`src/rtl/vtcr_pkg.sv`:
```
`timescale 1ns / 1ps

package vtcr_pkg;

	localparam int MAX_MEMBERS_DEF = 64;
	localparam int ID_W            = 32;
	localparam int QTR_W           = 16;
	localparam int TOTAL_W         = 18;
	localparam int PLACE_W         = 7;

	typedef struct packed {
		logic [ID_W-1:0]  member_id;
		logic [QTR_W-1:0] quarter_one;
		logic [QTR_W-1:0] quarter_two;
		logic [QTR_W-1:0] quarter_three;
		logic [QTR_W-1:0] quarter_four;
		logic             last_record;
	} in_item_t;

	typedef struct packed {
		logic [ID_W-1:0]    ranked_id;
		logic [TOTAL_W-1:0] visit_total;
		logic [PLACE_W-1:0] place;
		logic               final_result;
		logic               overflow;
	} out_item_t;

	typedef struct packed {
		logic               valid;
		logic [ID_W-1:0]    id;
		logic [TOTAL_W-1:0] total;
	} entry_t;

	typedef struct packed {
		logic   load;
		logic   shift;
		entry_t rec;
	} cell_ctl_t;

	typedef struct packed {
		logic fire;
		logic first;
		logic last;
		logic overflow;
	} emit_ctl_t;

endpackage

```
`src/rtl/vtcr_rank.sv`:
```
`timescale 1ns / 1ps

module vtcr_rank
	import vtcr_pkg::*;
(
	input  logic      clk,
	input  logic      arst_n,
	input  emit_ctl_t ctl,
	input  entry_t    head,
	output logic      strobe,
	output out_item_t result
);

	logic [PLACE_W-1:0] pos_q;
	logic [PLACE_W-1:0] prev_place_q;
	logic [TOTAL_W-1:0] prev_total_q;
	logic [PLACE_W-1:0] place_c;
	logic               strobe_q;
	out_item_t          result_q;

	assign strobe = strobe_q;
	assign result = result_q;

	always_comb begin
		if (ctl.first) begin
			place_c = PLACE_W'(1);
		end else if (head.total != prev_total_q) begin
			place_c = pos_q;
		end else begin
			place_c = prev_place_q;
		end
	end

	always_ff @(posedge clk or negedge arst_n) begin
		if (!arst_n) begin
			strobe_q <= 1'b0;
		end else begin
			strobe_q <= ctl.fire;
		end
	end

	always_ff @(posedge clk) begin
		if (ctl.fire) begin
			pos_q        <= ctl.first ? PLACE_W'(2) : pos_q + PLACE_W'(1);
			prev_total_q <= head.total;
			prev_place_q <= place_c;
			result_q     <= '{ranked_id: head.id, visit_total: head.total, place: place_c,
				final_result: ctl.last, overflow: ctl.overflow};
		end
	end

endmodule

```
`config.mk`:
```
export PLATFORM = sky130hd
export DESIGN_NAME = vtcr_rank
export DESIGN_NICKNAME = d
export VERILOG_FILES = /design/src/rtl/vtcr_pkg.sv /design/src/rtl/vtcr_rank.sv
export SDC_FILE = /design/constraint.sdc
export NUM_CORES = 1
export LEC_CHECK = 0
export BUFFER_PORTS_ARGS = -buffer_cell sky130_fd_sc_hd__buf_4
export CORE_MARGIN = 5
export CORE_UTILIZATION = 46
export CTS_BUF_LIST = sky130_fd_sc_hd__clkbuf_8 sky130_fd_sc_hd__clkbuf_16
export DETAILED_ROUTE_END_ITERATION = 8
export GPL_ROUTABILITY_DRIVEN = 1
export PLACE_DENSITY = 0.79
export SETUP_SLACK_MARGIN = 0.2
export SYNTH_ARGS = -nofsm -noshare
export SYNTH_HDL_FRONTEND = slang
export SYNTH_SLANG_ARGS = --single-unit
```
`constraint.sdc`:
```
create_clock -name clk -period 2.4 [get_ports clk]
set_clock_uncertainty 0.15 [all_clocks]
set_input_delay 0.72 -clock clk [delete_from_list [all_inputs] [get_ports clk]]
set_output_delay 0.72 -clock clk [all_outputs]
set_load 0.005 [all_outputs]
```
# [After elaboration in Yosys (flattened, before gate mapping)]
# Index checks and enable logic that the tools add are counted.
[classes] add_sub_neg=1 multipliers=0 n_div=0 order_cmp=0 eq_ne=1 n_shift=0 mux=1 bitwise_logic=0 reduce_logical=0
[ops] op="$ne A18 B18 Y1" count=1
[ops] op="$add A7 B1 Y7 const B" count=1
[ops] op="$mux W7" count=1
[totals] ff_bits=67 latch_bits=0 ram_bits=0 romBits=0 out_inout_bits=60 n_memories=0

# [Longest topological paths before layout]
[depth] word_depth=2 ltp_mapped=5 depth_no_buf=5

# [Least setup slack after synthesis]
# Ideal clock, no wire load.
[synth_timing] kind="input to register" from="input head[8] (netlist name)" to="register result_q (netlist bit result[2]) (data pin)" setup_ns=0.277 arrival_time_ns=1.924 required_ns=1.973 path_slack_ns=0.049 stages=5 cell_sequence="xor2_1 -> nor4_1 -> nand3_1 -> nor4_4 -> mux2i_1"
[synth_via] elab_chain_len=2
[synth_rtl] element="from (decl)" line="vtcr_rank.sv:9" source="input entry_t head,"
[synth_rtl] element="$ne A18 B18 Y1" line="vtcr_rank.sv:27" source="end else if (head.total != prev_total_q) begin"
[synth_rtl] element="$mux W7" line="vtcr_rank.sv:27"
[synth_rtl] element="to (signal assigned)" line="vtcr_rank.sv:47" source="result_q <= '{ranked_id: head.id, visit_total: head.total, place: place_c,"
[synth_rtl] element="to (decl)" line="vtcr_rank.sv:19" source="out_item_t result_q;"
# No other way between the ends.
# A chain may end at the register's enable or synchronous reset.

# [Worst setup path after layout]
[layout_timing] from="input head[2] (netlist name)" to="register result_q (netlist bit result[2]) (data pin)"
# Same word-level chain as after synthesis.

==> results.yml <==
worst_setup_path:
  critPathLaunch: "head[2]"
  cpPeakStageDelay_ns: 0.33
  rr_endpoint: "result[2]"
  cp_top_family: "simple AND/OR/NAND/NOR gates"
  cp-start-kind: "input port"
  cp-end-kind: "flop"
  worstSetupPathType: "input port to flop"
  cp.required_ns: 2.42
  path_buf_inv: 2
  path_cells: "buf_4 -> xor2_1 -> nor4_2 -> nand3_1 -> nor4_4 -> buf_6 -> mux2i_1"
  r2r-start: "result[11]"
  crit_slowest_cell: "nor4_2"
  ff2ff_setup_slack_ns: 0.33
  reg2reg_depth: 6
  crit_fanout: 7
  worstPathArrival_ns: 2.15
yosys:
  synth_mux_area_share_pct: 2.821
  syn_area_sq_um: 2484
  synthCells: 131
  ys_seq_area_share_pct: 80.81
  syn_avg_cell_area_sq_um: 18.96
  netlist-cell-type-count: 15
  yosys_register_bits: 67
  synth-simple-area-share_pct: 7.456
  synth_xor_area_share_pct: 8.111
  ys_warn_count: 0
  synth-adder-area-share_pct: 0.5038
  synth_compound_area_share_pct: 0
  synth_top_family_by_area: "XOR/XNOR gates"
  syn_nets: 189
sta:
  worstMarginPinSlew_ns: 0.4412
  period_share_pct: 88.61
  rsz0062_at_grt: "false"
  max_freq_mhz: 470.2
  fin_ws_ns: 0.2733
  hold_viol_final: 0
  slew_violations: 0
  setup_viol: 0
  min_period_ns: 2.127
  relSlewSlack_pct: 70.59
finish:
  diodes: 0
  fin_cells: 335
  num-nets-final: 318
  drive_gt1_share_pct: 51.32
  synthToLayoutAreaGrowth_pct: 48.36
  fin_util_pct: 71.24
  n_fill_cell: 349
  final_cell_mix: "117 x buf_4, 66 x edfxtp_1, 18 x xor2_1, 12 x nand2b_1, 10 x clkbuf_8"
  layout_commonest_cell: "buf_4"
  seqCellArea_sq_um: 2007
  multi_input_area_sq_um: 481.7
detailed_routing:
  drt-total-wl_um: 5266
  drt_pass1_iterations: 4
  drcViolationCount: 0
  routedWlPerCell_um: 15.72
  viasPerCell: 4.636
  antenna_left: 0
  drt_iter0_markers: 76
  route.vias.total: 1553
placed_design:
  port_buffers: 115
  gp_congestion: 0.7172
  place_ws_ns: -0.1837
  placed_cells: 318
  dpl.hpwl_um: 4026
floorplan:
  fp.dieArea_sq_um: 6969
  rows: 26
  io_pins: 117
  die_h_um: 83.48
  core_area_sq_um: 5172
  die_w_um: 83.48
  initial_core_util_pct: 48.02
min_path:
  min_path_type: "input port to flop"
  hp-start: "head[43]"
  whs_endpoint: "result[52]"
  hold_path_depth: 1
pwr:
  p_total_uw: 2604
  powerDensity_nw_per_um2: 706.8
  p_leak_uw: 0.001512
  peakVddDrop_mv: 0.4999
global_route:
  grt_remaining_overflow: 0
  grt_use_total_pct: 16.00
  grt_start_max_net_pins: 35
  antenna_found_initial: 0
  grt_pass1_wl_um: 8390
  grt_pass1_vias: 1662
cts:
  htree_levels: 3
  clock_latency_ns: 0.33
  clkTransAtPathRegs_ns: 0.07
  cts_root_buf: "clkbuf_8"
  cts_tree: "built"
  cts_inserted_buffers: 9
  clock_sinks: 67
  cts_buffer_depth: 2
  post_cts_buffers: 0
run:
  maxCapViolations: 0
outcome:
  status: "finished, final reports clean"
==> layout make-up <==
class                      count  area share [%]
timing repair buffer         120           24.96
sequential                    67           54.47
clock inverter                 6           1.392
tap                           70           2.377
multi-input combinational     62           13.07
clock buffer                  10           3.735
==> how the worst max path moves through the flow <==
stage	endpoint	slack (ns)	cells after the start
6_report	result[2]	0.27	7
3_3_place_gp	result[2]	-0.07	7
2_1_floorplan	result[2]	0.07	5
4_1_cts	result[2]	0.25	7
5_1_grt	result[2]	0.19	7
3_5_place_dp	result[2]	-0.18	7
==> synth_stat cells, drive strengths merged <==
| cell type | count | area [sq um] |
|---|---|---|
| edfxtp | 66 | 1982 |
| nand4 | 1 | 6.260 |
| or2 | 1 | 6.260 |
| dfrtp | 1 | 25.02 |
| nor4 | 4 | 40.04 |
| and3 | 1 | 6.260 |
| xnor2 | 5 | 43.79 |
| ha | 1 | 12.51 |
| nand2b | 12 | 75.07 |
| nand3 | 5 | 25.02 |
| xor2 | 18 | 157.7 |
| clkbuf | 2 | 7.510 |
| mux2i | 7 | 70.07 |
| nor2 | 7 | 26.28 |
==> power breakdown <==
part           internal, uW  switching, uW
Combinational           185            117
Clock                   493            381
Sequential             1390           41.0
Total                  2060            539
==> through the flow <==
stage	TNS (ns)	hold WS [ns]	instance area, sq um
after floorplan	0	0.2744	2484
after global placement	-0.4456	0.3524	3470
after detailed placement	-1.139	0.3496	3470
after CTS	0	0.3911	3675
after global routing	0	0.3820	3685
final	0	0.4110	3685
==> cells by family (layout without fill, tap and decap cells) <==
group / count (synthesis) / in the layout
xor gates and xnor gates: 23 / 23
buffers and inverters: 2 / 136
DFF: 67 / 67
adders and majority gates: 1 / 1
and+or+nand+nor: 31 / 31
muxes: 7 / 7
==> state kept, by name, summed over array words and instances (netlist names) <==
name and count:
result 59, strobe 1, pos_q 7
==> per-layer routing <==
metal / global-route usage [%] / vias up / share of wire [%]
met1: 15.04 / 706 / 34
met4: 8.187 / 0 / 2.3
met5: 0 / - / 0
met3: 12.44 / 10 / 16
li1: - / 747 / -
met2: 25.15 / 90 / 48
==> worst register-to-register path, delay by kind of cell, from the launching register on <==
kind                   cells  cell delay [ns]
AND/OR/NAND/NOR            3             0.80
multiplexers               1             0.20
flip-flops                 1             0.40
buffers and inverters      1             0.18
XOR/XNOR                   1             0.19
==> repair_timing <==
action,4_1_cts,5_1_grt
pin swaps,0,1
resized for setup,1,2
hold endpoints to repair,1,0
setup endpoints to repair,2,3
hold buffers,1,0
Note: power is estimated with default switching activity, not from simulation.
