**src/rtl/vtcr_pkg.sv**
```systemverilog
`timescale 1ns / 1ps

package vtcr_pkg;

	localparam int MAX_MEMBERS_DEF = 64;
	localparam int ID_W            = 32;
	localparam int QTR_W           = 16;
	localparam int TOTAL_W         = 18;
	localparam int PLACE_W         = 7;

	typedef struct packed {
		logic [ID_W-1:0]  member_id;
		logic [QTR_W-1:0] quarter_one;
		logic [QTR_W-1:0] quarter_two;
		logic [QTR_W-1:0] quarter_three;
		logic [QTR_W-1:0] quarter_four;
		logic             last_record;
	} in_item_t;

	typedef struct packed {
		logic [ID_W-1:0]    ranked_id;
		logic [TOTAL_W-1:0] visit_total;
		logic [PLACE_W-1:0] place;
		logic               final_result;
		logic               overflow;
	} out_item_t;

	typedef struct packed {
		logic               valid;
		logic [ID_W-1:0]    id;
		logic [TOTAL_W-1:0] total;
	} entry_t;

	typedef struct packed {
		logic   load;
		logic   shift;
		entry_t rec;
	} cell_ctl_t;

	typedef struct packed {
		logic fire;
		logic first;
		logic last;
		logic overflow;
	} emit_ctl_t;

endpackage

```
**src/rtl/vtcr_cell.sv**
```systemverilog
`timescale 1ns / 1ps

module vtcr_cell
	import vtcr_pkg::*;
(
	input  logic      clk,
	input  logic      arst_n,
	input  cell_ctl_t ctl,
	input  logic      prev_take,
	input  entry_t    prev_entry,
	input  entry_t    next_entry,
	output entry_t    entry,
	output logic      take
);

	logic               valid_q;
	logic [ID_W-1:0]    id_q;
	logic [TOTAL_W-1:0] total_q;
	entry_t             take_entry;

	assign entry      = '{valid: valid_q, id: id_q, total: total_q};
	assign take       = ctl.load & (!valid_q | (ctl.rec.total > total_q));
	assign take_entry = prev_take ? prev_entry : ctl.rec;

	always_ff @(posedge clk or negedge arst_n) begin
		if (!arst_n) begin
			valid_q <= 1'b0;
		end else if (ctl.shift) begin
			valid_q <= next_entry.valid;
		end else if (take) begin
			valid_q <= take_entry.valid;
		end
	end

	always_ff @(posedge clk) begin
		if (ctl.shift) begin
			id_q    <= next_entry.id;
			total_q <= next_entry.total;
		end else if (take) begin
			id_q    <= take_entry.id;
			total_q <= take_entry.total;
		end
	end

endmodule

```
**config.mk**
```make
export PLATFORM = sky130hd
export DESIGN_NAME = vtcr_cell
export DESIGN_NICKNAME = d
export VERILOG_FILES = /design/src/rtl/vtcr_pkg.sv /design/src/rtl/vtcr_cell.sv
export SDC_FILE = /design/constraint.sdc
export NUM_CORES = 1
export LEC_CHECK = 0
export ABC_AREA = 1
export BUFFER_PORTS_ARGS = -buffer_cell sky130_fd_sc_hd__buf_2
export CAP_MARGIN = 0
export CORE_MARGIN = 1
export CORE_UTILIZATION = 38
export CTS_CLUSTER_SIZE = 20
export DETAILED_ROUTE_END_ITERATION = 7
export HOLD_SLACK_MARGIN = 0.02
export PLACE_DENSITY_LB_ADDON = 0.3
export SYNTH_ARGS = -nofsm -noshare
export SYNTH_HDL_FRONTEND = slang
export SYNTH_SLANG_ARGS = --single-unit
```
**constraint.sdc**
```tcl
create_clock -name clk -period 2.2 [get_ports clk]
set_input_delay 0.22 -clock clk [delete_from_list [all_inputs] [get_ports clk]]
set_output_delay 0.22 -clock clk [all_outputs]
set_load 0.02 [all_outputs]
```
# Word level (Yosys, flattened, before mapping)
# Cells that the tools add are included.
# op_classes
magnitude_cmp,1
mux,7
n_bitwise,2
reduce_logical,2
# ops
op,count
two-way mux 32 bit,2
two-way mux 51 bit,1
two-way mux 18 bit,2
greater-than comparator 18 bit,1
two-way mux 1 bit,2
nonzero test 2 bit,1
AND 1 bit,1
zero test 1 bit,1
OR 1 bit,1
# totals
reg_bits,51
inputBits,158

# Depth between registers and ports, before layout
# Gate-level depths: netlist (run 1).
# logic_depth
word_depth,5
depth_mapped,16
depth_no_buf,16

# Worst setup path before layout (run 1)
# No wires, ideal clock.
# synth_path
path_type,register to register
start,register total_q[17]
end,"register id_q[0], enable pin"
setup_time_ns,0.386
t_arrival_ns,2.029
required_ns,1.814
path_slack_ns,-0.215
stages_incl_launch_ff,13
n_path_buf,0
period_less_slack_ns,2.415
path_cell_list,edfxtp_1 -> inv_1 -> ha_1 -> nand2_1 -> inv_2 -> nand3_2 -> nor2_4 -> nand3_1 -> nand3_1 -> nand2_1 -> nand2_1 -> nand2_2 -> nand2_2
# synth_between
elab_chain_len,4
# synth_rtl
item,line,rtl
start: declaration,vtcr_cell.sv:18,logic [TOTAL_W-1:0] total_q;
start signal: assignment,vtcr_cell.sv:38,total_q <= next_entry.total;
start signal: assignment,vtcr_cell.sv:41,total_q <= take_entry.total;
greater-than comparator 18 bit,vtcr_cell.sv:22,assign take = ctl.load & (!valid_q | (ctl.rec.total > total_q));
OR 1 bit,vtcr_cell.sv:22,
AND 1 bit,vtcr_cell.sv:22,
nonzero test 2 bit (no line),--,
end signal: assignment,vtcr_cell.sv:37,id_q <= next_entry.id;
end signal: assignment,vtcr_cell.sv:40,id_q <= take_entry.id;
end: declaration,vtcr_cell.sv:17,logic [ID_W-1:0] id_q;
# Every way passes these cells.
# A chain may end at the register's enable or synchronous reset.

# Worst setup path after layout (run 1)
# layout_path
start,register total_q[9]
end,output take
# layout_between
elab_chain_len,3
# layout_rtl
item,line,rtl
greater-than comparator 18 bit,vtcr_cell.sv:22,
OR 1 bit,vtcr_cell.sv:22,
AND 1 bit,vtcr_cell.sv:22,
end: declaration,vtcr_cell.sv:13,output logic take
# Every way passes these cells.

==> results of run 1 <==
## placed cells by master, fill, tap and decap left out, types with 2 or more instances in the layout
master,n
buf_2,208
a21oi_1,103
nand2_1,75
nor2_1,52
edfxtp_1,50
inv_1,21
ha_1,11
inv_2,8
buf_4,8
ha_4,7
clkbuf_8,7
nand2_2,4
nor2_2,2
a21oi_2,2
nand3_4,2
nand3_1,2
buf_12,2
## sequential cells by signal (all words and copies together), names as in the netlist
signal,cells
id_q,32
total_q,18
valid_q,1
## where the power goes
part,switching (mW),internal [mW],total [mW]
clock network,0.295,0.288,0.583
logic,0.497,0.336,0.833
registers,0.0353,1.20,1.23
total,0.827,1.82,2.65
## per-layer routing
| layer | vias to the layer above | global-route usage | share of wire |
|---|---|---|---|
| li1 | 1656 | - | - |
| met1 | 1556 | 0.2544 | 0.40 |
| met2 | 158 | 0.4073 | 0.52 |
| met3 | 8 | 0.04063 | 0.065 |
| met4 | 0 | 0.04948 | 0.011 |
| met5 | - | 0 | 0 |
## cell families (layout without fill, tap and decap cells)
family / Yosys count / after routing
fa+ha+maj: 18 / 18
simple gates: 142 / 142
flops: 51 / 51
buf+inv: 53 / 258
compound gates: 108 / 108
## per-stage QoR
step,total power [mW],hold slack [ps],cells,utilization,TNS (ps)
finish,2.651,234.9,679,0.5799,0
global route,2.796,237.7,679,0.5799,-24.05
CTS,2.612,230.6,678,0.5611,0
detailed placement,2.031,0.1184,669,0.5469,0
global placement,2.007,-3.055,669,0.5469,0
floorplan,1.689,-75.59,372,-,0
## path summary, 6_finish.rpt
| check | startpoint | endpoint | slack (ps) |
|---|---|---|---|
| worst max-delay path | total_q[9] | take | 110 |
| worst min-delay path | arst_n | valid_q | 230 |
| worst max register to register | total_q[7] | id_q[20] | 210 |
| worst min register to register | valid_q | valid_q | 550 |
| max in group asynchronous | arst_n | valid_q | 1880 |
| min in group clk | next_entry[19] | id_q[1] | 240 |
## what timing repair did
item | CTS | global route
gates resized for setup | 0 | 26
setup buffers | 0 | 1
endpoints found under the setup margin | 0 | 1
hold buffers | 1 | 0
hold endpoints to repair | 1 | 0
## layout make-up
type                       instances  area, um^2
clock buffer                       8       100.1
tap                              102       127.6
inverter                          30       112.6
multi-input combinational        268        1475
sequential                        51        1526
fill                             750        3263
timing repair buffer             220        1162
==> results by group, run 1 <==
Timing
  – Fmax: 479.5 MHz
  – Actual slew at the worst max-slew pin: about 600 ps
  – Slew headroom: 0.5900
  – Max Clock Skew: 5.625 ps
  – Setup slack after layout: 114.7 ps
  – Final worst path period share: 0.9479
  – Final Hold Fails: 0
  – Final worst path period need: 2085 ps
  – Slew Limit Fails: 0
  – Final setup violation count: 0

Placed design
  – IO Port Bufs: 209
  – DP Worst Slack: ~210 ps
  – Cell Area, Placed: ~0.0042 mm^2
  – Final Wtd Congestion: a little under 0.8
  – Post-DP HPWL: 6985 um

Clock tree
  – Worst-path clk slew: approximately 90 ps
  – CTS Buf Count: 5
  – Clk Latency, worst-skew pair: slightly below 300 ps
  – Root buffer cell: clkbuf_8
  – H-tree depth: 2
  – Clock Sinks: 51
  – Clock Tree Buf Depth: 2
  – CTS tree: done

Synth
  – Mapped Cells: 372
  – Main combinational cell family by area after synthesis: simple AND/OR/NAND/NOR gates
  – Syn_nets: 548
  – Synth Area in XOR/XNOR: 0
  – Area leader, netlist: edfxtp_1
  – Count of state elements after synthesis: 51
  – Sequential area share after synthesis: 0.4976
  – Most common cell in the synthesized netlist: a21oi_1
  – Mux cell area share after synthesis: 0
  – Post-synth top cells: a21oi_1 (105), nand2_1 (78), nor2_1 (53)
  – Compound-Gate Fraction of Synth Area: 0.1786
  – Mean Syn Cell Area: 8.247 um^2
  – Synth async-reset ratio: 0.01961
  – Top_reg_cell synth: edfxtp_1
  – Synthesized cell area: 0.003068 mm^2
  – Share of the synthesized area in the top cell type: 0.4894
  – Warnings from Yosys: 0
  – Adder-cell area share of the yosys netlist: 0.07341
  – Simple-Gate Fraction of Synth Area: 0.1839
  – Main area contributors after synthesis: edfxtp_1 (49%), a21oi_1 (17%), nand2_1 (9.5%)
  – Number of synthesized flops with an enable pin: 50
  – Count of cell types in the netlist: 23

GRT
  – GRT Total Usage: 0.2172
  – First-pass GRT wire length: around 15000 um
  – Initial antenna violation count: 0
  – Total grt overflow: 0
  – Largest net degree at the start of global routing: 51
  – Vias in the first global route: ~3200

Power and ir drop
  – Pwr dens: 588.5 mW/mm^2
  – Max rail drop VDD: 264.3 uV
  – Leak: 2.219 nW

Cells and area
  – # diodes: 0
  – Share of cells above drive strength 1: 0.4437
  – Area growth, synth to finish: 46.82%
  – Post-route cell area: 0.004504 mm^2
  – Fin nets: 752

Floorplan
  – Die width: approximately 90 um
  – Die ar.: 0.008436 mm^2
  – Row cnt: 32
  – Die H: 91.85 um
  – Core footprint: 0.007767 mm^2
  – Io pins: 210
  – Starting Density: 0.3950

Drt
  – 1st-iter DRT viols: 115
  – DRT Pass-1 Iters: 5
  – Residual DRC: 0
  – Drt total wl: between 9000 and 10000 um
  – Post-route ant nets: 0
  – Drt via density: 4.975
  – Wire per inst: 13.73 um
  – Via count: 3378

Status
  – Status: finished, final reports clean

Worst setup path
  – CP Max Fanout: 3
  – Top Family by Delay on Critical Path: simple AND/OR/NAND/NOR gates
  – CP Capture Type: output pin
  – WP buf/inv: 3
  – Slowest CP cell: edfxtp_1
  – Kind of critical path: reg2out
  – Crit path depth: 12
  – CP Launch Type: flop
  – Worst path arrival time: 1870 ps
  – Max incr delay on CP: 420 ps
  – CP dominant cell by count: nand2_1
  – Reg2Reg Depth: 12
  – CP cell instances: inv_2, ha_4, a21o_2, nor2_2, nand2_1, nand2_1, nand3_1, nand2_1, nand2_1, nand2_2, inv_2, buf_6
  – WP data required: 1980 ps

Worst hold path
  – Worst min path class: in2async

Flow run
  – Max Cap Viol: 0
Note: power is estimated with default switching activity, not from simulation.
==> run 2: changes to the inputs <==
REMOVE_ABC_BUFFERS = 1   (was unset)
==> results by group, run 2 (synthesized netlist as in run 1, its figures left out) <==
Placed design
  – IO Port Bufs: 209 (unchanged)
  – Post-DP HPWL: 6683 um (was 6985 um)
  – Cell Area, Placed: 0.004240 mm^2 (was 0.004248 mm^2)
  – DP Worst Slack: 180.9 ps (was 213.4 ps)
  – Final Wtd Congestion: 0.8405 (was 0.7956)

Floorplan
  – Die width: 91.85 um (unchanged)
  – Die H: 91.85 um (unchanged)
  – Die ar.: 0.008436 mm^2 (unchanged)
  – Core footprint: 0.007767 mm^2 (unchanged)
  – Starting Density: 0.3950 (unchanged)
  – Io pins: 210 (unchanged)
  – Row cnt: 32 (unchanged)

GRT
  – Met3 global-route usage: 0.04892 (was 0.04063)
  – Largest net degree at the start of global routing: 52 (was 51)
  – Initial antenna violation count: 0 (unchanged)
  – First-pass GRT wire length: 14260 um (was 14640 um)
  – Met1 Use GR: 0.2434 (was 0.2544)
  – GRT met2 Usage: 0.3924 (was 0.4073)
  – Total grt overflow: 0 (unchanged)
  – Vias in the first global route: 3180 (was 3199)
  – GRT busiest layer: met2 (unchanged)
  – GRT Total Usage: 0.2141 (was 0.2172)

Cells and area
  – Share of cells above drive strength 1: 0.4303 (was 0.4437)
  – Max reg flops: 32 (unchanged)
  – Biggest regs: id_q x32, total_q x18, valid_q x1 (unchanged)
  – Util after Layout: 0.5725 (was 0.5799)
  – Most frequent cells in the layout: buf_2 (208), a21oi_1 (103), nand2_1 (76) (was buf_2 (208), a21oi_1 (103), nand2_1 (75))
  – # diodes: 0 (unchanged)
  – Largest reg by FF count: id_q (unchanged)
  – Fin nets: 749 (was 752)
  – Commonest non-fill, non-tap cell in the layout: buf_2 (unchanged)
  – Area growth, synth to finish: 44.94% (was 46.82%)
  – Post-route cell area: 0.004447 mm^2 (was 0.004504 mm^2)

Worst setup path
  – CP Max Fanout: 3 (unchanged)
  – WP data required: 1980 ps (about the same)
  – Kind of critical path: reg2out (unchanged)
  – CP Launch Type: flop (unchanged)
  – CP Capture Type: output pin (unchanged)
  – Worst path arrival time: 1840 ps (was 1870 ps)

Power and ir drop
  – Combinational cell fraction of total power: 0.300 (was 0.314)
  – Leak: 2.216 nW (was 2.219 nW)
  – P_sw: 811.0 uW (was 827.4 uW)
  – Switching share of total power: 0.3041 (was 0.3121)
  – Max rail drop VDD: 282.5 uV (was 264.3 uV)
  – Part of the power in registers: 0.463 (was 0.466)
  – Tot Pwr: 2.666 mW (was 2.651 mW)
  – Clock network power share: 0.237 (was 0.220)
  – Cell internal pwr: 1.855 mW (was 1.823 mW)
  – Pwr dens: 599.6 mW/mm^2 (was 588.5 mW/mm^2)

Clock tree
  – H-tree depth: 2 (unchanged)
  – CTS Buf Count: 5 (unchanged)
  – Root buffer cell: clkbuf_8 (unchanged)
  – Clk Latency, worst-skew pair: 300 ps (was 290 ps)
  – Worst-path clk slew: 90 ps (about the same)
  – Clock Tree Buf Depth: 2 (unchanged)
  – Clock Sinks: 51 (unchanged)
  – CTS tree: done (unchanged)

Drt
  – 1st-iter DRT viols: 134 (was 115)
  – Via count: 3307 (was 3378)
  – Drt via density: 4.892 (was 4.975)
  – DRT Pass-1 Iters: 4 (was 5)
  – Post-route ant nets: 0 (unchanged)
  – Residual DRC: 0 (unchanged)
  – Wire per inst: 13.23 um (was 13.73 um)
  – Drt total wl: 8944 um (was 9320 um)

Timing
  – Slew headroom: 0.6047 (was 0.5900)
  – Actual slew at the worst max-slew pin: 592.9 ps (was 614.0 ps)
  – Final worst path period need: 2065 ps (was 2085 ps)
  – Slew Limit Fails: 0 (unchanged)
  – Final worst path period share: 0.9384 (was 0.9479)
  – Setup slack after layout: 135.5 ps (was 114.7 ps)
  – Max Clock Skew: 6.092 ps (was 5.625 ps)
  – Final setup violation count: 0 (unchanged)
  – Fmax: 484.4 MHz (was 479.5 MHz)
  – Final Hold Fails: 0 (unchanged)

Status
  – Status: finished, final reports clean (unchanged)

Flow run
  – Max Cap Viol: 0 (unchanged)

Worst hold path
  – Worst min path class: in2async (unchanged)
run 2: cell types whose count changed in the layout (fill, tap and decap cells not counted), sizes merged:
cell / previous run / this run
buf: 219 / 216
clkbuf: 8 / 5
clkinv: 1 / 3
bufinv: 0 / 1
run 2: power groups by stage:
stage	logic, mW	registers [mW]	clock network (mW)
after floorplan	0.262	1.40	0
after global placement	0.756	1.25	0
after detailed placement	0.769	1.26	0
after CTS	0.773	1.23	0.665
after global routing	0.887	1.24	0.693
final	0.801	1.23	0.632
run 2: final cells by class:
| cell class | instances | area [um^2] |
|---|---|---|
| clock buffer | 5 | 68.82 |
| inverter | 30 | 112.6 |
| timing repair buffer | 217 | 1152 |
| tap | 102 | 127.6 |
| fill | 737 | 3321 |
| multi-input combinational | 268 | 1420 |
| clock inverter | 3 | 38.79 |
| sequential | 51 | 1526 |
run 2: metal layers:
metal	wire, um	share of wire
met5	0	0
met4	131	0.015
met3	753	0.084
met2	4453	0.50
met1	3606	0.40
run 2: final timing paths:
kind	from	end	slack [ps]	depth (start not counted)
max in group asynchronous	arst_n	valid_q	1880	2
hold reg to reg	valid_q	valid_q	570	2
min in group clk	ctl[52]	valid_q	230	4
setup reg to reg	total_q[3]	id_q[9]	210	12
hold / removal	arst_n	valid_q	230	2
setup / recovery	total_q[17]	take	140	13
run 2: critical path, cell delays in order, from the launching register on:
cell	delay (ps)
edfxtp_1	390
inv_1	70
ha_1	230
nand2_1	80
inv_2	40
nand3_2	80
inv_1	60
a21oi_2	150
nand3_2	80
nand2_1	50
nand2_1	60
nand2_2	90
inv_2	50
buf_6	120
run 2: timing repair:
action	in CTS	in global routing
hold buffers	1	0
setup buffers	0	0
hold endpoints to repair	1	0
setup endpoints to repair	0	33
resized for setup	0	18
run 2: metrics by stage:
| stage | TNS, ps | instances | hold WS [ps] |
|---|---|---|---|
| after floorplan | -10970 | 349 | -75.59 |
| after global placement | 0 | 667 | 4.403 |
| after detailed placement | 0 | 667 | 1.916 |
| after CTS | 0 | 676 | 209.9 |
| after global routing | -21.94 | 676 | 212.5 |
| final | 0 | 676 | 226.6 |
